## config.mk

```make
export PLATFORM = sky130hd
export DESIGN_NAME = humidity_sensor_reading_decode_core
export DESIGN_NICKNAME = d
export VERILOG_FILES = /design/src/sv/hsrd_pkg.sv /design/src/sv/hsrd_ctrl.sv /design/src/sv/hsrd_dp.sv /design/src/sv/humidity_sensor_reading_decode_core.sv
export SDC_FILE = /design/constraint.sdc
export NUM_CORES = 2
export LEC_CHECK = 0
export ABC_CLOCK_PERIOD_IN_PS = 19150
export BUFFER_PORTS_ARGS = -buffer_cell sky130_fd_sc_hd__buf_2
export CAP_MARGIN = 30
export CORE_UTILIZATION = 60
export CTS_CLUSTER_SIZE = 8
export DETAILED_ROUTE_END_ITERATION = 7
export PLACE_DENSITY = 0.76
export SYNTH_ARGS = -nofsm -noshare
export SYNTH_HDL_FRONTEND = slang
export SYNTH_HIERARCHICAL = 1
export SYNTH_SLANG_ARGS = --single-unit
```

## constraint.sdc

```tcl
create_clock -name clk -period 19.15 [get_ports clk]
set_input_delay 3.83 -clock clk [delete_from_list [all_inputs] [get_ports clk]]
set_output_delay 3.83 -clock clk [all_outputs]
set_load 0.05 [all_outputs]
```

## src/sv/hsrd_pkg.sv

```systemverilog
// Shared types, constants and helper functions for the humidity sensor reading decoder.
`default_nettype none

package hsrd_pkg;

  // Configuration register indexes.
  localparam logic [1:0] CFG_LOW_RES  = 2'd0;
  localparam logic [1:0] CFG_FAHR     = 2'd1;
  localparam logic [1:0] CFG_D1_OFFS  = 2'd2;

  localparam int CfgIndexW = 2;
  localparam int CfgDataW  = 17;

  localparam logic signed [16:0] D1_RESET = -17'sd39600;

  // Humidity coefficients, all scaled by 2^30.
  localparam int FracBits = 30;
  localparam logic signed [63:0] HUM_K1 = -64'sd2197734765363;
  localparam logic signed [63:0] HUM_K2 [2] = '{64'sd39406324941, 64'sd630501199053};
  localparam logic signed [63:0] HUM_K3 [2] = '{-64'sd1713155, -64'sd438569848};
  localparam logic signed [63:0] HUM_T1 = 64'sd10737418;
  localparam logic signed [63:0] HUM_T2 [2] = '{64'sd85899, 64'sd1374390};

  localparam logic signed [24:0] COMP_REF = 25'sd25000;
  localparam logic signed [33:0] HUM_MIN  = 34'sd100;
  localparam logic signed [33:0] HUM_MAX  = 34'sd100000;

  // Temperature slope in milli-degrees per code, indexed [low_resolution][fahrenheit].
  localparam logic [6:0] TEMP_D2 [2][2] = '{'{7'd10, 7'd18}, '{7'd40, 7'd72}};

  localparam logic [7:0] CRC_POLY = 8'h31;

  typedef struct packed {
    logic       mode;
    logic [7:0] data_high;
    logic [7:0] data_low;
    logic [7:0] check_byte;
    logic       busy_bit;
  } reading_t;

  typedef struct packed {
    logic signed [23:0] value_milli;
    logic               error;
  } result_t;

  typedef struct packed {
    logic               low_resolution;
    logic               fahrenheit_unit;
    logic signed [16:0] temp_offset_milli;
  } cfg_t;

  typedef enum logic [3:0] {
    ST_IDLE,
    ST_CRC_HI,
    ST_CRC_LO,
    ST_TEMP,
    ST_HUM_1,
    ST_HUM_2,
    ST_HUM_3,
    ST_HUM_4,
    ST_HUM_5,
    ST_FINISH
  } state_t;

  typedef enum logic [2:0] {
    MUL_K3_CODE,
    MUL_DT_T2,
    MUL_ACC_CODE,
    MUL_DT_T1,
    MUL_D2_CODE
  } mul_sel_t;

  typedef enum logic [2:0] {
    ACC_HOLD,
    ACC_LOAD_K2,
    ACC_LOAD_K1,
    ACC_LOAD_D1,
    ACC_ADD_PROD
  } acc_op_t;

  typedef struct packed {
    logic     capture;
    logic     crc_hi;
    logic     crc_lo;
    mul_sel_t mul_sel;
    acc_op_t  acc_op;
    logic     finish;
  } ctrl_cmd_t;

  typedef struct packed {
    logic mode;
  } dp_status_t;

  // One byte of CRC-8, MSB first.
  function automatic logic [7:0] crc8_byte(input logic [7:0] crc, input logic [7:0] b);
    logic [7:0] c;
    c = crc ^ b;
    for (int i = 0; i < 8; i++) begin
      if (c[7]) begin
        c = {c[6:0], 1'b0} ^ CRC_POLY;
      end else begin
        c = {c[6:0], 1'b0};
      end
    end
    return c;
  endfunction

endpackage

`default_nettype wire

```

## src/sv/hsrd_ctrl.sv

```systemverilog
// Sequencing state machine for the humidity sensor reading decoder.
`default_nettype none

module hsrd_ctrl
  import hsrd_pkg::*;
(
  input  logic       clk,
  input  logic       rst,
  input  logic       in_valid,
  output logic       in_ready,
  input  logic       out_busy,
  input  dp_status_t status,
  output ctrl_cmd_t  cmd
);

  state_t state;
  state_t state_next;

  always_ff @(posedge clk) begin
    if (rst) begin
      state <= ST_IDLE;
    end else begin
      state <= state_next;
    end
  end

  always_comb begin
    state_next  = state;
    in_ready    = 1'b0;
    cmd.capture = 1'b0;
    cmd.crc_hi  = 1'b0;
    cmd.crc_lo  = 1'b0;
    cmd.mul_sel = MUL_K3_CODE;
    cmd.acc_op  = ACC_HOLD;
    cmd.finish  = 1'b0;
    case (state)
      ST_IDLE: begin
        in_ready    = 1'b1;
        cmd.capture = in_valid;
        if (in_valid) begin
          state_next = ST_CRC_HI;
        end
      end
      ST_CRC_HI: begin
        cmd.crc_hi = 1'b1;
        state_next = ST_CRC_LO;
      end
      ST_CRC_LO: begin
        cmd.crc_lo = 1'b1;
        if (status.mode) begin
          cmd.mul_sel = MUL_K3_CODE;
          state_next  = ST_HUM_1;
        end else begin
          cmd.mul_sel = MUL_D2_CODE;
          state_next  = ST_TEMP;
        end
      end
      ST_TEMP: begin
        cmd.acc_op = ACC_LOAD_D1;
        state_next = ST_FINISH;
      end
      ST_HUM_1: begin
        cmd.acc_op  = ACC_LOAD_K2;
        cmd.mul_sel = MUL_DT_T2;
        state_next  = ST_HUM_2;
      end
      ST_HUM_2: begin
        cmd.acc_op = ACC_ADD_PROD;
        state_next = ST_HUM_3;
      end
      ST_HUM_3: begin
        cmd.mul_sel = MUL_ACC_CODE;
        state_next  = ST_HUM_4;
      end
      ST_HUM_4: begin
        cmd.acc_op  = ACC_LOAD_K1;
        cmd.mul_sel = MUL_DT_T1;
        state_next  = ST_HUM_5;
      end
      ST_HUM_5: begin
        cmd.acc_op = ACC_ADD_PROD;
        state_next = ST_FINISH;
      end
      ST_FINISH: begin
        if (!out_busy) begin
          cmd.finish = 1'b1;
          state_next = ST_IDLE;
        end
      end
      default: begin
        state_next = ST_IDLE;
      end
    endcase
  end

endmodule

`default_nettype wire

```

## src/sv/hsrd_dp.sv

```systemverilog
// Datapath of the humidity sensor reading decoder: CRC, shared multiplier, accumulator.
`default_nettype none

module hsrd_dp
  import hsrd_pkg::*;
(
  input  logic       clk,
  input  logic       rst,
  input  reading_t   in_data,
  input  cfg_t       cfg,
  input  ctrl_cmd_t  cmd,
  output dp_status_t status,
  output result_t    result
);

  reading_t           item;
  logic [7:0]         crc;
  logic signed [63:0] prod;
  logic signed [63:0] acc;
  logic signed [63:0] acc_next;
  logic signed [23:0] last_temp;

  logic [15:0]        code;
  logic signed [24:0] dt;
  logic signed [47:0] mul_a;
  logic signed [24:0] mul_b;
  logic signed [72:0] prod_full;
  logic               err;
  logic signed [33:0] hum_q;
  logic signed [33:0] hum_clamped;
  logic               r;

  assign code = {item.data_high, item.data_low};
  assign r    = cfg.low_resolution;
  assign dt   = {last_temp[23], last_temp} - COMP_REF;

  always_comb begin
    mul_a = 48'sd0;
    mul_b = 25'sd0;
    case (cmd.mul_sel)
      MUL_K3_CODE: begin
        mul_a = HUM_K3[r][47:0];
        mul_b = {9'd0, code};
      end
      MUL_DT_T2: begin
        mul_a = HUM_T2[r][47:0];
        mul_b = dt;
      end
      MUL_ACC_CODE: begin
        mul_a = acc[47:0];
        mul_b = {9'd0, code};
      end
      MUL_DT_T1: begin
        mul_a = HUM_T1[47:0];
        mul_b = dt;
      end
      MUL_D2_CODE: begin
        mul_a = {41'd0, TEMP_D2[r][cfg.fahrenheit_unit]};
        mul_b = {9'd0, code};
      end
      default: begin
        mul_a = 48'sd0;
        mul_b = 25'sd0;
      end
    endcase
  end

  assign prod_full = mul_a * mul_b;

  always_comb begin
    case (cmd.acc_op)
      ACC_LOAD_K2:  acc_next = HUM_K2[r] + prod;
      ACC_LOAD_K1:  acc_next = HUM_K1 + prod;
      ACC_LOAD_D1:  acc_next = {{47{cfg.temp_offset_milli[16]}}, cfg.temp_offset_milli} + prod;
      ACC_ADD_PROD: acc_next = acc + prod;
      default:      acc_next = acc;
    endcase
  end

  always_ff @(posedge clk) begin
    if (cmd.capture) begin
      item <= in_data;
    end
    if (cmd.crc_hi) begin
      crc <= crc8_byte(8'h00, item.data_high);
    end else if (cmd.crc_lo) begin
      crc <= crc8_byte(crc, item.data_low);
    end
    prod <= prod_full[63:0];
    acc  <= acc_next;
  end

  always_ff @(posedge clk) begin
    if (rst) begin
      last_temp <= 24'sd0;
    end else if (cmd.finish && !item.mode) begin
      last_temp <= result.value_milli;
    end
  end

  assign err = item.busy_bit | (crc != item.check_byte);

  // Arithmetic shift gives the floor of the scaled sum.
  assign hum_q = acc[63:FracBits];

  always_comb begin
    if (hum_q > HUM_MAX) begin
      hum_clamped = HUM_MAX;
    end else if (hum_q < HUM_MIN) begin
      hum_clamped = HUM_MIN;
    end else begin
      hum_clamped = hum_q;
    end
  end

  always_comb begin
    result.error = err;
    if (err) begin
      result.value_milli = 24'sd0;
    end else if (item.mode) begin
      result.value_milli = hum_clamped[23:0];
    end else begin
      result.value_milli = acc[23:0];
    end
  end

  assign status.mode = item.mode;

endmodule

`default_nettype wire

```

## src/sv/humidity_sensor_reading_decode_core.sv

```systemverilog
// Top level of the humidity sensor reading decoder.
//
// Each input transaction carries one sensor reading: a mode bit (0 temperature,
// 1 humidity), the two raw data bytes, the sensor's CRC-8 check byte and the busy
// bit. The block checks the CRC (polynomial 0x31, initial value 0, high byte first)
// and flags an error when the CRC fails or the busy bit is set; the value is then
// zero. A temperature reading gives d1 + d2 * code in milli-degrees and becomes the
// stored temperature used to compensate later humidity readings; an erroneous
// temperature reading stores zero. A humidity reading gives a temperature
// compensated quadratic in milli-%RH, floored and clamped to 100..100000. Every
// reading produces exactly one output transaction. Readings are processed one at a
// time by a state machine driving a single shared 48 x 25 bit multiplier. The time
// from acceptance until the block is ready again is set by the CRC steps plus the
// chain of dependent multiply and accumulate steps through that multiplier, and is
// longer for a humidity reading than for a temperature reading. The result sits
// in an output register, so a new reading is accepted while the previous result is
// still waiting; the sequencer only stalls at its last step if that register is
// still occupied. Configuration registers (resolution, Fahrenheit, d1 offset) are
// written through cfg_write, cfg_index and cfg_data and should only change while
// the block is idle.
`default_nettype none

module humidity_sensor_reading_decode_core
  import hsrd_pkg::*;
(
  input  logic                 clk,
  input  logic                 rst,
  input  logic                 in_valid,
  output logic                 in_ready,
  input  reading_t             in_data,
  output logic                 out_valid,
  input  logic                 out_ready,
  output result_t              out_data,
  input  logic                 cfg_write,
  input  logic [CfgIndexW-1:0] cfg_index,
  input  logic [CfgDataW-1:0]  cfg_data
);

  cfg_t       cfg;
  ctrl_cmd_t  cmd;
  dp_status_t status;
  result_t    result;
  logic       out_busy;

  // Configuration registers. Writes to an unused index are dropped.
  always_ff @(posedge clk) begin
    if (rst) begin
      cfg.low_resolution    <= 1'b0;
      cfg.fahrenheit_unit   <= 1'b0;
      cfg.temp_offset_milli <= D1_RESET;
    end else if (cfg_write) begin
      case (cfg_index)
        CFG_LOW_RES: cfg.low_resolution    <= cfg_data[0];
        CFG_FAHR:    cfg.fahrenheit_unit   <= cfg_data[0];
        CFG_D1_OFFS: cfg.temp_offset_milli <= cfg_data;
        default: begin
        end
      endcase
    end
  end

  // The output register is busy when it holds a result that is not taken this cycle.
  assign out_busy = out_valid & ~out_ready;

  always_ff @(posedge clk) begin
    if (rst) begin
      out_valid <= 1'b0;
    end else if (cmd.finish) begin
      out_valid <= 1'b1;
    end else if (out_ready) begin
      out_valid <= 1'b0;
    end
  end

  always_ff @(posedge clk) begin
    if (cmd.finish) begin
      out_data <= result;
    end
  end

  hsrd_ctrl u_ctrl (
    .clk      (clk),
    .rst      (rst),
    .in_valid (in_valid),
    .in_ready (in_ready),
    .out_busy (out_busy),
    .status   (status),
    .cmd      (cmd)
  );

  hsrd_dp u_dp (
    .clk     (clk),
    .rst     (rst),
    .in_data (in_data),
    .cfg     (cfg),
    .cmd     (cmd),
    .status  (status),
    .result  (result)
  );

endmodule

`default_nettype wire
```

==> results.sh <==
export IMPL_grt_overflow_total=0
export IMPL_synthMostInstantiatedCell="inv_1"
export IMPL_yosysTopAreaCellShare_pct=41.3
export IMPL_totalWireLength_mm=155
export IMPL_worstSkewPairLatency_ns=0.56
export IMPL_timing_final_crit_period_ns=10.47
export IMPL_clock_tree_buffer_depth=3
export IMPL_final_nets=7444
export IMPL_drt_wirelength_per_cell_um=21.6
export IMPL_postCtsHoldBufs=0
export IMPL_post_route_cells_drive_above_1_share_pct=4.61
export IMPL_grt_pass1_vias=43200
export IMPL_hpwlAfterDp_mm=127
export IMPL_rsz0062_at_grt="no"
export IMPL_syn_cell_area_sq_mm=0.0525
export IMPL_grt_max_degree=68
export IMPL_total_routing_resource_utilization_after_global_routing_pct=35.9
export IMPL_synthCells=5916
export IMPL_initial_antenna_violation_count=9
export IMPL_finalCritPeriodShare_pct=54.7
export IMPL_maxSlewViolCount=0
export IMPL_drt_vias_per_instance=5.84
export IMPL_cts_repair_resized=0
export IMPL_timing_fmax_mhz=95.5
export IMPL_post_synth_num_cell_types=95
export IMPL_clockRootBuffer="clkbuf_16"
export IMPL_crit_arrival_ns=10.95
export IMPL_area_growth_syn_to_layout_pct=6.25
export IMPL_die_width_um=298
export IMPL_route_vias_total=42000
export IMPL_worst_ep_required_time_ns=19.63
export IMPL_critical_path_cell_with_the_highest_stage_delay="and2_1"
export IMPL_critical_path_max_fanout=30
export IMPL_pin_count=77
export IMPL_postSynth_topFlopCell="edfxtp_1"
export IMPL_worst_clock_skew_ns=0.0356
export IMPL_clkTransAtPathRegs_ns=0.05
export IMPL_numPortBuffers=76
export IMPL_detailedRoute_firstPassIterationCount=7
export IMPL_critPathCaptureType="flop"
export IMPL_drt_drc_violations_left=0
export IMPL_synth_edf_count=123
export IMPL_r2r_setup_slack_ns=8.68
export IMPL_cts_tree="done"
export IMPL_yosysSeqAreaShare_pct=11.3
export IMPL_placer_congestion=1.03
export IMPL_core_region_area_sq_mm=0.0868
export IMPL_synth_seq_cells=235
export IMPL_synth_async_sr_flop_share_pct=0
export IMPL_postCtsSetupBuffers=0
export IMPL_h_tree_depth=2
export IMPL_fill_cells=7230
export IMPL_grt_first_pass_wirelength_mm=245
export IMPL_detailedRoute_firstIterationViolations=4476
export IMPL_ant_nets=0
export IMPL_hp_start="cfg[5]"
export IMPL_tightest_slew_ns=1.12
export IMPL_critical_path_startpoint="u_ctrl/state[1]"
export IMPL_synth_largest_area_cell="fa_1"
export IMPL_critical_path_reg2reg_startpoint="u_ctrl/state[1]"
export IMPL_cts_made_buffers=35
export IMPL_cp_num_buf_inv=8
export IMPL_floorplan_rows=108
export IMPL_die_height_um=298
export IMPL_timing_final_setup_violations=0
export IMPL_slew_headroom_pct=25.0
export IMPL_crit_type="flop to flop"
export IMPL_total_neg_setup_slack_ns=0
export IMPL_cts_sink_count=235
export IMPL_synth_warning_count=6
export IMPL_category_of_cells_accounting_for_the_largest_share_of_critical_path_delay="adder cells"
export IMPL_final_hold_violation_count=0
export IMPL_worst_path_largest_cell_delay_ns=0.90
export IMPL_die_area_sq_mm=0.0887
export IMPL_min_path_type="flop to flop"
export IMPL_run_status="finished clean"
export IMPL_synthTopCellsByCount="1105 x inv_1, 1084 x fa_1, 854 x nand2_1"
export IMPL_synth_top_cells_by_area="fa_1 41%, inv_1 7.9%, ha_1 7.2%, edfxtp_1 7.0%, nand2_1 6.1%"
export IMPL_start_kind="flop"
export IMPL_max_cap_violations=0
export IMPL_initial_core_util_pct=60.5
export IMPL_syn_area_per_cell_sq_um=8.87
[kinds of logic (layout without fill, tap and decap cells)]
logic type / Yosys count / after routing / share of synthesized area (%)
other cells: 2 / 183 / 0.0143
mux: 34 / 34 / 0.648
buf+inv: 1387 / 1323 / 10.0
simple gates: 1727 / 1727 / 14.2
fa+ha+maj: 1388 / 1388 / 48.6
xor+xnor: 250 / 250 / 4.17
flops: 235 / 235 / 11.3
compound gates: 893 / 893 / 11.0
[cells in the final DEF, fill, tap and decap left out, drive strengths merged, types with 8 or more instances in the layout]
master,n
or2,17
buf,153
dfxtp,112
nand2b,74
o21a,62
ha,304
a211oi,19
nor4,11
inv,1106
and2,41
and4,9
nand4,33
xor2,93
a21oi,300
o21bai,40
o211ai,16
conb,182
fa,1084
nor2b,38
xnor2,157
nor3,32
mux2i,34
edfxtp,123
nor3b,8
a221oi,8
o31ai,8
nand3,54
o21ai,164
nand3b,10
a31oi,23
nand2,855
or3,12
nor2,476
a21o,161
a311oi,8
and3,45
clkbuf,60
[worst min-delay path, cell delays in order, from the launching register on]
cell and delay (ns):
dfxtp_1 0.31, nand2b_1 0.06, mux2i_1 0.05
[state kept, by name, indices dropped and copies added, names as in the netlist]
signal,flops
u_dp/acc,64
u_dp/prod,64
out_data,25
u_dp/last_temp,24
cfg,19
u_dp/code,16
u_dp/item,9
u_dp/crc,8
u_ctrl/state,4
out_valid,1
u_dp/status,1
[final timing paths]
| path | to | cells after the start |
|---|---|---|
| setup / recovery | u_dp/prod[63] | 32 |
| hold / removal | cfg[5] | 2 |
| setup reg to reg | u_dp/prod[63] | 32 |
| hold reg to reg | cfg[5] | 2 |
[layer usage]
layer / track usage [%] / up-vias / part of all wire, %
met5: 1.19 / - / 0.12
met4: 15.6 / 14 / 5.2
met3: 9.22 / 478 / 12
met2: 55.6 / 2205 / 45
met1: 47.9 / 20900 / 38
li1: - / 18400 / -
[per-stage QoR]
step / instances / worst slack (ns) / hold slack (ns) / util, % / cell area [sq um]
finish: 7188 / 8.68 / 0.479 / 64.3 / 55800
CTS: 7182 / 8.85 / 0.477 / 64.2 / 55700
global placement: 7106 / 9.19 / 0.467 / 62.8 / 54500
detailed placement: 7119 / 8.86 / 0.472 / 63.0 / 54700
global route: 7187 / 8.15 / 0.497 / 64.3 / 55800
floorplan: 6096 / 10.59 / 0.430 / - / 53200
[cell type report]
cell class | count | area (sq um) | area share (%)
diodes | 1 | 2.50 | 0.00449
clock buffers | 60 | 980 | 1.76
clock inverters | 3 | 55.1 | 0.0987
inverters | 1107 | 4160 | 7.45
multi-input cells | 4474 | 42100 | 75.5
flip-flops and latches | 235 | 5940 | 10.6
well taps | 1155 | 1450 | 2.59
repair buffers | 153 | 1060 | 1.91
Power is left out: the tool's default activity adds up to more than one toggle a clock period on the data nets, which glitch-free logic cannot reach.
